==> src/deadline_ordered_alarm_timer_top_defines.svh <==
// Assertion macros used by the alarm timer top module.
`ifndef DEADLINE_ORDERED_ALARM_TIMER_TOP_DEFINES_SVH
`define DEADLINE_ORDERED_ALARM_TIMER_TOP_DEFINES_SVH

// Implication checked on every rising clock edge outside reset.
`define DOAT_ASSERT_IMP(label, clk, rst_n, ante, cons, msg) \
  label: assert property (@(posedge clk) disable iff (!rst_n) (ante) |-> (cons)) \
    else $error(msg);

// Next-cycle implication checked outside reset.
`define DOAT_ASSERT_NEXT(label, clk, rst_n, ante, cons, msg) \
  label: assert property (@(posedge clk) disable iff (!rst_n) (ante) |=> (cons)) \
    else $error(msg);

`endif

==> src/doat_pkg.sv <==
`timescale 1ns / 1ps
package doat_pkg;

  localparam logic [1:0] ActCheck  = 2'd0;
  localparam logic [1:0] ActAttach = 2'd1;
  localparam logic [1:0] ActCancel = 2'd2;

  localparam logic [1:0] StatOk     = 2'd0;
  localparam logic [1:0] StatPeriod = 2'd1;
  localparam logic [1:0] StatArmed  = 2'd2;

  localparam logic [31:0] MinPeriodic = 32'd25;

  typedef struct packed {
    logic [1:0]  action;
    logic [31:0] time_now;
    logic [3:0]  slot;
    logic [31:0] period;
    logic        periodic_mode;
  } req_t;

  typedef struct packed {
    logic [1:0]  status;
    logic        fired;
    logic [3:0]  fired_slot;
    logic        pending;
    logic [31:0] earliest_due;
  } rsp_t;

endpackage

==> src/deadline_ordered_alarm_timer_top.sv <==
`timescale 1ns / 1ps
// Channel  | Ports                     | Handshake
// request  | start_i, req_i, busy_o    | taken when start_i && !busy_o
// response | rsp_valid_o, rsp_o        | one-cycle strobe, cannot be held off
// The response strobe follows StHead and StResp directly for a check that fires nothing or
// a rejected attach; a cancel first scans and shifts the order list, an attach waits for
// the divider's remainder and then scans and inserts, and a fired periodic check does both,
// with the scans of the order list moving one entry per cycle.
// Reset clears armed flags and the count; slot stores are undefined until written.
// busy_o stays high from acceptance until the response strobe; the receiver cannot stall.
module deadline_ordered_alarm_timer_top #(
  parameter int NUM_SLOTS = 16
) (
  input  logic           clk_i,
  input  logic           rst_ni,
  input  logic           start_i,
  input  doat_pkg::req_t req_i,
  output logic           busy_o,
  output logic           rsp_valid_o,
  output doat_pkg::rsp_t rsp_o
);
  import doat_pkg::*;
  `include "deadline_ordered_alarm_timer_top_defines.svh"

  localparam int IW = (NUM_SLOTS > 1) ? $clog2(NUM_SLOTS) : 1;
  localparam int CW = $clog2(NUM_SLOTS + 1);

  typedef enum logic [7:0] {
    StIdle  = 8'b00000001,
    StRem   = 8'b00000010,
    StShift = 8'b00000100,
    StDiv   = 8'b00001000,
    StFind  = 8'b00010000,
    StIns   = 8'b00100000,
    StHead  = 8'b01000000,
    StResp  = 8'b10000000
  } state_e;

  state_e state_q, state_d;

  logic [31:0] dl_mem [NUM_SLOTS];
  logic [31:0] per_mem [NUM_SLOTS];
  logic [31:0] cre_mem [NUM_SLOTS];
  logic        rep_q [NUM_SLOTS];
  logic [IW-1:0] ord_q [NUM_SLOTS];
  logic [NUM_SLOTS-1:0] armed_q;
  logic [CW-1:0] cnt_q;

  req_t        req_q;
  logic [IW-1:0] tgt_q;
  logic [CW-1:0] pos_q;
  logic [31:0] newdl_q;
  logic [1:0]  stat_q;
  logic        fired_q;
  logic        ins_q;
  rsp_t        rsp_q;
  logic        rv_q;

  logic        div_start, div_done;
  logic [31:0] div_rem;
  logic [IW-1:0] head;
  logic [IW-1:0] cur;
  logic [32:0] sum;
  logic [31:0] step_amt;
  logic        in_range;

  assign head = ord_q[0];
  assign cur  = ord_q[pos_q[IW-1:0]];
  assign in_range = ({28'd0, req_i.slot} < 32'(NUM_SLOTS));

  doat_divider u_div (
    .clk_i, .rst_ni, .start_i(div_start),
    .dividend_i(req_q.time_now - cre_mem[tgt_q]),
    .divisor_i(per_mem[tgt_q]),
    .done_o(div_done), .rem_o(div_rem)
  );

  // Phase term and saturating deadline add.
  assign step_amt = per_mem[tgt_q] - ((rep_q[tgt_q] && per_mem[tgt_q] != '0) ? div_rem : '0);
  assign sum = {1'b0, req_q.time_now} + {1'b0, step_amt};

  assign div_start = (state_q == StDiv) && !ins_q;

  // Sequencer.
  always_ff @(posedge clk_i or negedge rst_ni) begin
    if (!rst_ni) begin
      state_q <= StIdle;
      armed_q <= '0;
      cnt_q   <= '0;
      rv_q    <= 1'b0;
      ins_q   <= 1'b0;
    end else begin
      rv_q <= (state_q == StResp);
      unique case (state_q)
        StIdle: begin
          if (start_i && !rv_q) begin
            req_q <= req_i;
            pos_q <= '0;
            if (req_i.action == ActCheck) begin
              stat_q <= StatOk;
              if (cnt_q != '0 && dl_mem[ord_q[0]] <= req_i.time_now) begin
                tgt_q   <= ord_q[0];
                fired_q <= 1'b1;
                armed_q[ord_q[0]] <= 1'b0;
                state_q <= StRem;
              end else begin
                tgt_q   <= req_i.slot[IW-1:0];
                fired_q <= 1'b0;
                state_q <= StHead;
              end
            end else begin
              tgt_q   <= req_i.slot[IW-1:0];
              fired_q <= 1'b0;
              if (req_i.action == ActAttach && in_range) begin
                if (armed_q[req_i.slot[IW-1:0]]) begin
                  stat_q  <= StatArmed;
                  state_q <= StHead;
                end else if (req_i.periodic_mode && req_i.period < MinPeriodic) begin
                  stat_q  <= StatPeriod;
                  state_q <= StHead;
                end else begin
                  stat_q <= StatOk;
                  cre_mem[req_i.slot[IW-1:0]] <= req_i.time_now;
                  per_mem[req_i.slot[IW-1:0]] <= req_i.period;
                  rep_q[req_i.slot[IW-1:0]]   <= req_i.periodic_mode;
                  ins_q   <= 1'b0;
                  state_q <= StDiv;
                end
              end else if (req_i.action == ActCancel && in_range
                           && armed_q[req_i.slot[IW-1:0]]) begin
                stat_q <= StatOk;
                armed_q[req_i.slot[IW-1:0]] <= 1'b0;
                state_q <= StRem;
              end else begin
                stat_q  <= StatOk;
                state_q <= StHead;
              end
            end
          end
        end
        // Scan for the slot to remove.
        StRem: begin
          if (cur == tgt_q) state_q <= StShift;
          else pos_q <= pos_q + 1'b1;
        end
        // Close the gap, one entry per cycle.
        StShift: begin
          if (32'(pos_q) + 1 < 32'(cnt_q)) begin
            ord_q[pos_q[IW-1:0]] <= ord_q[IW'(pos_q + 1'b1)];
            pos_q <= pos_q + 1'b1;
          end else begin
            cnt_q <= cnt_q - 1'b1;
            pos_q <= '0;
            if (fired_q && rep_q[tgt_q]) state_q <= StDiv;
            else state_q <= StHead;
          end
        end
        // Wait for the remainder, then form the deadline.
        StDiv: begin
          if (!ins_q) ins_q <= 1'b1;
          else if (div_done) begin
            ins_q   <= 1'b0;
            newdl_q <= sum[32] ? '1 : sum[31:0];
            dl_mem[tgt_q] <= sum[32] ? '1 : sum[31:0];
            armed_q[tgt_q] <= 1'b1;
            pos_q   <= '0;
            state_q <= StFind;
          end
        end
        // Find the first later deadline.
        StFind: begin
          if (pos_q == cnt_q || newdl_q < dl_mem[cur]) begin
            pos_q   <= cnt_q;
            tgt_q   <= tgt_q;
            req_q.period <= 32'(pos_q);
            state_q <= StIns;
          end else pos_q <= pos_q + 1'b1;
        end
        // Shift the tail up and drop the slot in.
        StIns: begin
          if (32'(pos_q) > req_q.period) begin
            ord_q[pos_q[IW-1:0]] <= ord_q[IW'(pos_q - 1'b1)];
            pos_q <= pos_q - 1'b1;
          end else begin
            ord_q[pos_q[IW-1:0]] <= tgt_q;
            cnt_q   <= cnt_q + 1'b1;
            state_q <= StHead;
          end
        end
        StHead: begin
          rsp_q.status       <= stat_q;
          rsp_q.fired        <= fired_q;
          rsp_q.fired_slot   <= fired_q ? 4'(tgt_q) : 4'd0;
          rsp_q.pending      <= (cnt_q != '0);
          rsp_q.earliest_due <= (cnt_q != '0) ? dl_mem[head] : '0;
          state_q <= StResp;
        end
        StResp: begin
          state_q <= StIdle;
        end
        default: state_q <= StIdle;
      endcase
    end
  end

  assign busy_o      = (state_q != StIdle) || rv_q;
  assign rsp_valid_o = rv_q;
  assign rsp_o       = rsp_q;

  `DOAT_ASSERT_IMP(a_cnt_range, clk_i, rst_ni, 1'b1, 32'(cnt_q) <= NUM_SLOTS, "count overflow")
  `DOAT_ASSERT_IMP(a_cnt_armed, clk_i, rst_ni, state_q == StIdle, 32'(cnt_q) == 32'($countones(armed_q)), "count mismatch")
  `DOAT_ASSERT_NEXT(a_resp, clk_i, rst_ni, state_q == StResp, rsp_valid_o, "missing response")
  `DOAT_ASSERT_IMP(a_busy, clk_i, rst_ni, rsp_valid_o, busy_o, "not busy at response")
endmodule

==> src/doat_divider.sv <==
`timescale 1ns / 1ps
// Restoring divider, one quotient bit per cycle; only the remainder is kept.
module doat_divider (
  input  logic        clk_i,
  input  logic        rst_ni,
  input  logic        start_i,
  input  logic [31:0] dividend_i,
  input  logic [31:0] divisor_i,
  output logic        done_o,
  output logic [31:0] rem_o
);
  import doat_pkg::*;

  logic [31:0] rem_q, rem_d, num_q, num_d, den_q;
  logic [5:0]  cnt_q, cnt_d;
  logic        run_q, run_d, done_q, done_d;
  logic [32:0] trial;

  // One shift and subtract step.
  always_comb begin
    trial  = {rem_q, num_q[31]} - {1'b0, den_q};
    rem_d  = rem_q;
    num_d  = num_q;
    cnt_d  = cnt_q;
    run_d  = run_q;
    done_d = 1'b0;
    if (start_i) begin
      rem_d = '0;
      num_d = dividend_i;
      cnt_d = 6'd32;
      run_d = 1'b1;
    end else if (run_q) begin
      num_d = {num_q[30:0], 1'b0};
      if (trial[32]) begin
        rem_d = {rem_q[30:0], num_q[31]};
      end else begin
        rem_d = trial[31:0];
      end
      cnt_d = cnt_q - 6'd1;
      if (cnt_q == 6'd1) begin
        run_d  = 1'b0;
        done_d = 1'b1;
      end
    end
  end

  always_ff @(posedge clk_i or negedge rst_ni) begin
    if (!rst_ni) begin
      run_q  <= 1'b0;
      done_q <= 1'b0;
      cnt_q  <= '0;
    end else begin
      run_q  <= run_d;
      done_q <= done_d;
      cnt_q  <= cnt_d;
    end
  end

  always_ff @(posedge clk_i) begin
    rem_q <= rem_d;
    num_q <= num_d;
    if (start_i) den_q <= divisor_i;
  end

  assign done_o = done_q;
  assign rem_o  = rem_q;
endmodule

==> config.mk <==
export PLATFORM = sky130hd
export DESIGN_NAME = deadline_ordered_alarm_timer_top
export DESIGN_NICKNAME = d
export VERILOG_FILES = /design/src/doat_pkg.sv /design/src/deadline_ordered_alarm_timer_top.sv /design/src/doat_divider.sv
export VERILOG_INCLUDE_DIRS = /design/src /design/src/src
export SDC_FILE = /design/constraint.sdc
export NUM_CORES = 2
export LEC_CHECK = 0
export BUFFER_PORTS_ARGS = -buffer_cell sky130_fd_sc_hd__buf_4
export CORE_MARGIN = 2
export CORE_UTILIZATION = 48
export DETAILED_ROUTE_END_ITERATION = 12
export GPL_ROUTABILITY_DRIVEN = 0
export GPL_TIMING_DRIVEN = 0
export MAX_ROUTING_LAYER = met4
export PLACE_DENSITY_LB_ADDON = 0.1
export SETUP_SLACK_MARGIN = 0.5
export SLEW_MARGIN = 10
export SYNTH_ARGS = -nofsm -noshare
export SYNTH_HDL_FRONTEND = slang
export SYNTH_SLANG_ARGS = --single-unit
export TNS_END_PERCENT = 20
==> constraint.sdc <==
create_clock -name clk_i -period 20.3 [get_ports clk_i]
set_input_delay 0 -clock clk_i [delete_from_list [all_inputs] [get_ports clk_i]]
set_output_delay 0 -clock clk_i [all_outputs]
set_load 0.1 [all_outputs]
# ---- Word-level counts from Yosys, hierarchy flattened
# Memories as Yosys holds them, arrays and structs flattened. A register that Yosys moved wholly into a read port is not among the register bits.
# Cells that the tools add are included.
dict set report totals {
  wordCells 224
  inputBits 74
  regBits 284
  mem_count 5
  mem_bits_rw 1616
}
# memory depth word_bits rd rd_clocked_by_memory_dff write_ports line
set mem_list {}
lappend mem_list {cre_mem 16 32 1 1 1 deadline_ordered_alarm_timer_top.sv:43} ;# logic [31:0] cre_mem [NUM_SLOTS];
lappend mem_list {dl_mem 16 32 2 0 1 deadline_ordered_alarm_timer_top.sv:41} ;# logic [31:0] dl_mem [NUM_SLOTS];
lappend mem_list {per_mem 16 32 1 1 1 deadline_ordered_alarm_timer_top.sv:42} ;# logic [31:0] per_mem [NUM_SLOTS];
lappend mem_list {ord_q 16 4 4 1 1 deadline_ordered_alarm_timer_top.sv:45} ;# logic [IW-1:0] ord_q [NUM_SLOTS];
lappend mem_list {rep_q 16 1 1 1 1 deadline_ordered_alarm_timer_top.sv:44} ;# logic rep_q [NUM_SLOTS];
dict set report classes {
  order_cmp 11
  eq_ne 30
  bitwise_logic 8
  n_reduce_logical 38
  add_sub_neg 10
  n_mux 97
}
# operator count
set op_table {}
lappend op_table {{$mux W32} 6}
lappend op_table {{$mux W16} 7}
lappend op_table {{$mux W8} 9}
lappend op_table {{$pmux W32 S2} 1}
lappend op_table {{$sub A32 B32 Y32} 2}
lappend op_table {{$pmux W8 S7} 1}
lappend op_table {{$mux W5} 9}
lappend op_table {{$mux W1} 39}
lappend op_table {{$mux W7} 5}
lappend op_table {{$add A32 B32 Y33} 1}
lappend op_table {{$mux W33} 1}
lappend op_table {{$sub A33 B32 Y33} 1}
lappend op_table {{$and A16 B16 Y16} 2}
lappend op_table {{$gt A5 B32 Y1} 1}
lappend op_table {{$le A32 B32 Y1} 1}
lappend op_table {{$lt A32 B32 Y1} 1}
lappend op_table {{$lt A32 B5 Y1 const B} 1}
lappend op_table {{$mux W4} 8}
lappend op_table {{$not A16 Y16} 2}
lappend op_table {{$pmux W16 S2} 1}
lappend op_table {{$reduce_bool A32 Y1} 1}
lappend op_table {{$pmux W5 S6} 1}
lappend op_table {{$ne A2 B2 Y1 const B} 12}
lappend op_table {{$reduce_and A7 Y1} 3}
lappend op_table {{other kinds (45)} 78}

# ---- Longest topological paths before layout
dict set report depth {
  depth_word 11
  mapped_depth 35
}

# ---- By module
# Synthesis repeated with hierarchy kept, for this count alone.
dict set report unflattened {
  hier_cells 5474
  hier_area_um2 86998.4
}
# mod area_per_inst_um2 instances cells_per_inst
set by_module_without_submodules {}
lappend by_module_without_submodules {deadline_ordered_alarm_timer_top 80743.7 1 4837}
lappend by_module_without_submodules {doat_divider 6254.7 1 637}

# ---- Least setup slack after synthesis
# Ideal clock, no wire load.
dict set report synth_path {
  kind {register to register}
  start {register (tool-made name)}
  end {memory dl_mem[0][20], data pin}
  path_stages_with_launch 33
  setup_time_ps 330
  t_required_ps 19970
  t_arrival_ps 7599
  period_less_slack_ps 7929
  slack_ps 12371
  path_cell_list {dfxtp_1 > clkbuf_1 > buf_2 > buf_1 > mux4_2 > mux4_2 > nor4_1 > nand4_1 > o21a_1 > clkbuf_1 > nand2_1 > ha_1 > a21o_1 > a21oi_1 > o21ai_0 > a21oi_1 > nor4b_1 > o41ai_1 > o21ba_2 > inv_1 > a21oi_1 > xnor2_1 > ha_1 > and3_1 > and3_1 > nand4_1 > a41oi_1 > a41oi_1 > a21boi_0 > a31oi_1 > clkbuf_1 > clkbuf_1 > nand2_1}
}
# item line
set synth_lines {}
lappend synth_lines {{end, declared} deadline_ordered_alarm_timer_top.sv:41}

==> flow_summary_export.csv <==
group,metric,value,unit
synthesis,netlist_top_cells_area,"edfxtp_1, mux4_2, ha_1",
global_routing,grt_start_max_net_pins,41,
detailed_routing,drt.antenna.violating_nets,0,
worst_hold_path,hold_path.class,"primary input to flop",
cts,hold_bufs_at_cts,102,
detailed_routing,first_pass_iters,5,
synthesis,syn_area_per_cell,16.8,um^2
final_layout,synthToLayoutAreaGrowth,16.0,%
floorplanning,ios,116,
timing,worst-slew-pin-transition,1.40,ns
pwr,switching_share,41.0,%
detailed_routing,totalWireLength,263000,um
critical_path,path_max_fanout,17,
status,outcome,"finished, final reports clean",
cts,clk-insertion-delay-late,0.87,ns
cts,post_cts_buffers,0,
final_layout,post-route-util,56.2,%
cts,cts-resized-gates,0,
critical_path,critical_path.n_buffers_inverters,7,
cts,tritoncts,"built",
synthesis,count_of_unique_library_cells_instantiated_by_yosys,83,
timing,fmax,90.3,MHz
cts,clkTransAtPathRegs,0.06,ns
timing,rsz_0062_raised_after_global_routing,"no",
synthesis,synth_fp_nets,5436,
placement,count_of_input_and_output_buffers,113,
global_routing,gr-total-overflow,0,
pwr,combinationalPowerShare,45.7,%
job,max_cap_viol_count,0,
pwr,switching_power,7580,uW
pwr,peakVddDrop,412,uV
floorplanning,fp.coreArea,179000,um^2
synthesis,number_of_flops_mapped_to_enable_cells_by_yosys,1828,
final_layout,drive_gt1_share,20.0,%
pwr,cellPowerDensity,184,nW/um^2
global_routing,grt_first_pass_wirelength,374000,um
pwr,sequentialPowerShare,34.1,%
critical_path,arrival_time_of_the_worst_setup_path,11.49,ns
global_routing,antenna_found_initial,15,
timing,timing.final.ws_setup,9.22,ns
floorplanning,number_of_placement_rows,155,
placement,post-dp-hpwl,181000,um
final_layout,multiInputGateArea,28500,um^2
pwr,cellLeakagePower,0.0339,uW
detailed_routing,routed_via_density,6.38,
cts,cts_bufs_inserted,204,
detailed_routing,detailroute.via_count,52300,
cts,cts.sinks,1907,
synthesis,async_flop_share,2.05,%
timing,setup_total_negative_slack,0,ns
pwr,internal_power,10900,uW
synthesis,synth_top_cell_area_share,63.4,%
detailed_routing,drtIter0Drc,6725,
critical_path,timing.critical_path.slowest_cell_delay,0.91,ns
floorplanning,initial_core_util,48.4,%
floorplanning,die_area,184000,um^2
critical_path,regToRegSetupSlack,9.22,ns
timing,timing.hold.ws,0.0397,ns
cts,ctsHtreeMaxLevel,4,
critical_path,critPathRequiredTime,20.71,ns
floorplanning,dieWidth,429,um
detailed_routing,route.detailed.wl_per_inst,32.0,um
synthesis,synth_instances,5143,
placement,detailedPlace.worstSlack,9.33,ns
synthesis,synth.ff_latch_count,1907,
final_layout,regArea,56700,um^2
cts,clock-root-buffer,"clkbuf_16",
timing,setup_viol,0,
synthesis,synth.cell_area,86600,um^2
synthesis,synth_top_cell_by_area,"edfxtp_1",
detailed_routing,drc,0,
final_layout,nets,5961,
global_routing,grt_util_all_layers,29.4,%
critical_path,crit_path_frequent_cell,"clkbuf_1",
final_layout,filler_cell_count,14000,
critical_path,worst_setup_path_end_kind,"flop",
timing,fin_crit_sh,54.6,%
timing,min_period,11.08,ns
critical_path,worst_setup_path_start_kind,"flop",
global_routing,grt_pass1_vias,52000,
critical_path,critPathSlowestCell,"buf_1",
pwr,clock_power_share,20.2,%
timing,slew-limit-headroom,6.66,%
critical_path,path_class,"flop to flop",
timing,fin_worst_skew,0.0520,ns
synthesis,synthesis_warning_total,0,
timing,final-hold-violation-count,0,
critical_path,worst_path_dominant_cell_family,"compound AO/OA/AOI/OAI gates",
cts,clock_tree.buffer_depth,3,
synthesis,synth_ff_type,"edfxtp_1",
floorplanning,floorplan.die.height,429,um
timing,maxSlewViolCount,0,
synthesis,yosysSeqAreaShare,65.5,%
==> worst paths after layout <==
kind                                        startpoint                       end  cells past startpoint
min in group asynchronous                       rst_ni    state_q[0]$_DFFE_PN1P_                      3
worst min-delay path                         req_i[20]  per_mem[7][19]$_DFFE_PP_                      2
max in group asynchronous                       rst_ni     u_div.run_q$_DFF_PN0_                      4
worst max-delay path                              flop   dl_mem[4][28]$_DFFE_PP_                     32
worst min register to register  state_q[3]$_DFFE_PN0P_     rsp_valid_o$_DFF_PN0_                      1
worst max register to register                    flop   dl_mem[4][28]$_DFFE_PP_                     32
==> state kept, by name, summed over array words and instances, names as in the netlist, 32 cells and up, named ones only <==
name         cells
per_mem        512
newdl_q         32
dl_mem         512
ord_q           64
u_div.num_q     32
u_div.den_q     32
rsp_o           40
req_q           64
u_div.rem_o     32
cre_mem        512
==> power by group through the flow <==
stage          Clock [uW]  Sequential (uW)  Combinational [uW]
2_1_floorplan           0             6310                5250
3_3_place_gp            0             6390                8140
3_5_place_dp            0             6380                8300
4_1_cts              3780             6300                8360
5_1_grt              3930             6310                9070
6_report             3740             6300                8440
==> per-stage QoR <==
stage | area, um^2 | total power [uW] | instances
after floorplan | 86600 | 11600 | 5143
after global placement | 90400 | 14500 | 7611
after detailed placement | 92700 | 14700 | 7715
after CTS | 100000 | 18400 | 8197
after global routing | 100000 | 19300 | 8203
final | 100000 | 18500 | 8204
==> Yosys cell counts (18+ instances only) <==
| master | n |
|---|---|
| a211oi_1 | 233 |
| a21o_1 | 104 |
| a21oi_1 | 265 |
| a31oi_1 | 20 |
| and3_1 | 39 |
| buf_1 | 49 |
| buf_2 | 18 |
| clkbuf_1 | 200 |
| dfrtp_1 | 38 |
| dfxtp_1 | 40 |
| edfxtp_1 | 1828 |
| ha_1 | 214 |
| inv_1 | 154 |
| mux2_2 | 18 |
| mux2i_1 | 156 |
| mux4_2 | 544 |
| nand2_1 | 196 |
| nand2b_1 | 44 |
| nand3_1 | 44 |
| nand4_1 | 25 |
| nor2_1 | 148 |
| nor2b_1 | 181 |
| nor3_1 | 51 |
| nor4_1 | 26 |
| o21a_1 | 28 |
| o21ai_0 | 135 |
| o22ai_1 | 18 |
| xnor2_1 | 82 |
| xor2_1 | 49 |
==> worst register-to-register path: cells and delay by family (launching register included) <==
kind	cells	cell delay, ns
mux	2	1.28
fa+ha+maj	2	0.62
compound gates	12	3.44
xor+xnor	1	0.21
buf+inv	7	2.95
simple gates	8	1.80
flops	1	0.30
==> cell families after synthesis <==
family          Yosys count  synth area share (%)
compound gates          906                  6.80
xor+xnor                131                  1.33
fa+ha+maj               219                  3.21
buf+inv                 427                  1.92
flops                  1907                  65.5
mux                     723                  16.3
simple gates            830                  4.95
==> per-layer routing <==
| metal | part of all wire, % | wire length [um] | vias up | global-route usage (%) |
|---|---|---|---|---|
| li1 | - | - | 21900 | - |
| met1 | 42 | 111000 | 27400 | 41.7 |
| met2 | 46 | 121000 | 2536 | 43.8 |
| met3 | 8.8 | 23000 | 418 | 5.31 |
| met4 | 2.9 | 7490 | 0 | 8.27 |
| met5 | 0 | 0 | - | - |
==> final cells by class <==
| type | count | share of cell area, % |
|---|---|---|
| Multi-Input combinational cell | 2809 | 28.4 |
| Tap cell | 2355 | 2.93 |
| Timing Repair Buffer | 319 | 3.91 |
| Antenna cell | 7 | 0.0174 |
| Clock inverter | 118 | 1.28 |
| Inverter | 156 | 0.583 |
| Clock buffer | 262 | 5.38 |
| Sequential cell | 1907 | 56.4 |
| Buffer | 271 | 1.09 |
==> cells in the final DEF, fill, tap and decap left out, types with 49 or more instances in the layout <==
cell,instances
a211oi_1,233
a21o_1,104
a21oi_1,264
buf_12,58
buf_4,125
clkbuf_1,246
clkbuf_16,206
dlygate4sd3_1,101
edfxtp_1,1828
ha_1,214
inv_1,152
mux2i_1,155
mux4_2,544
nand2_1,196
nor2_1,119
nor2b_1,180
o21ai_0,133
xnor2_1,82
xor2_1,49
No activity file was read; power rests on OpenSTA's default activity.
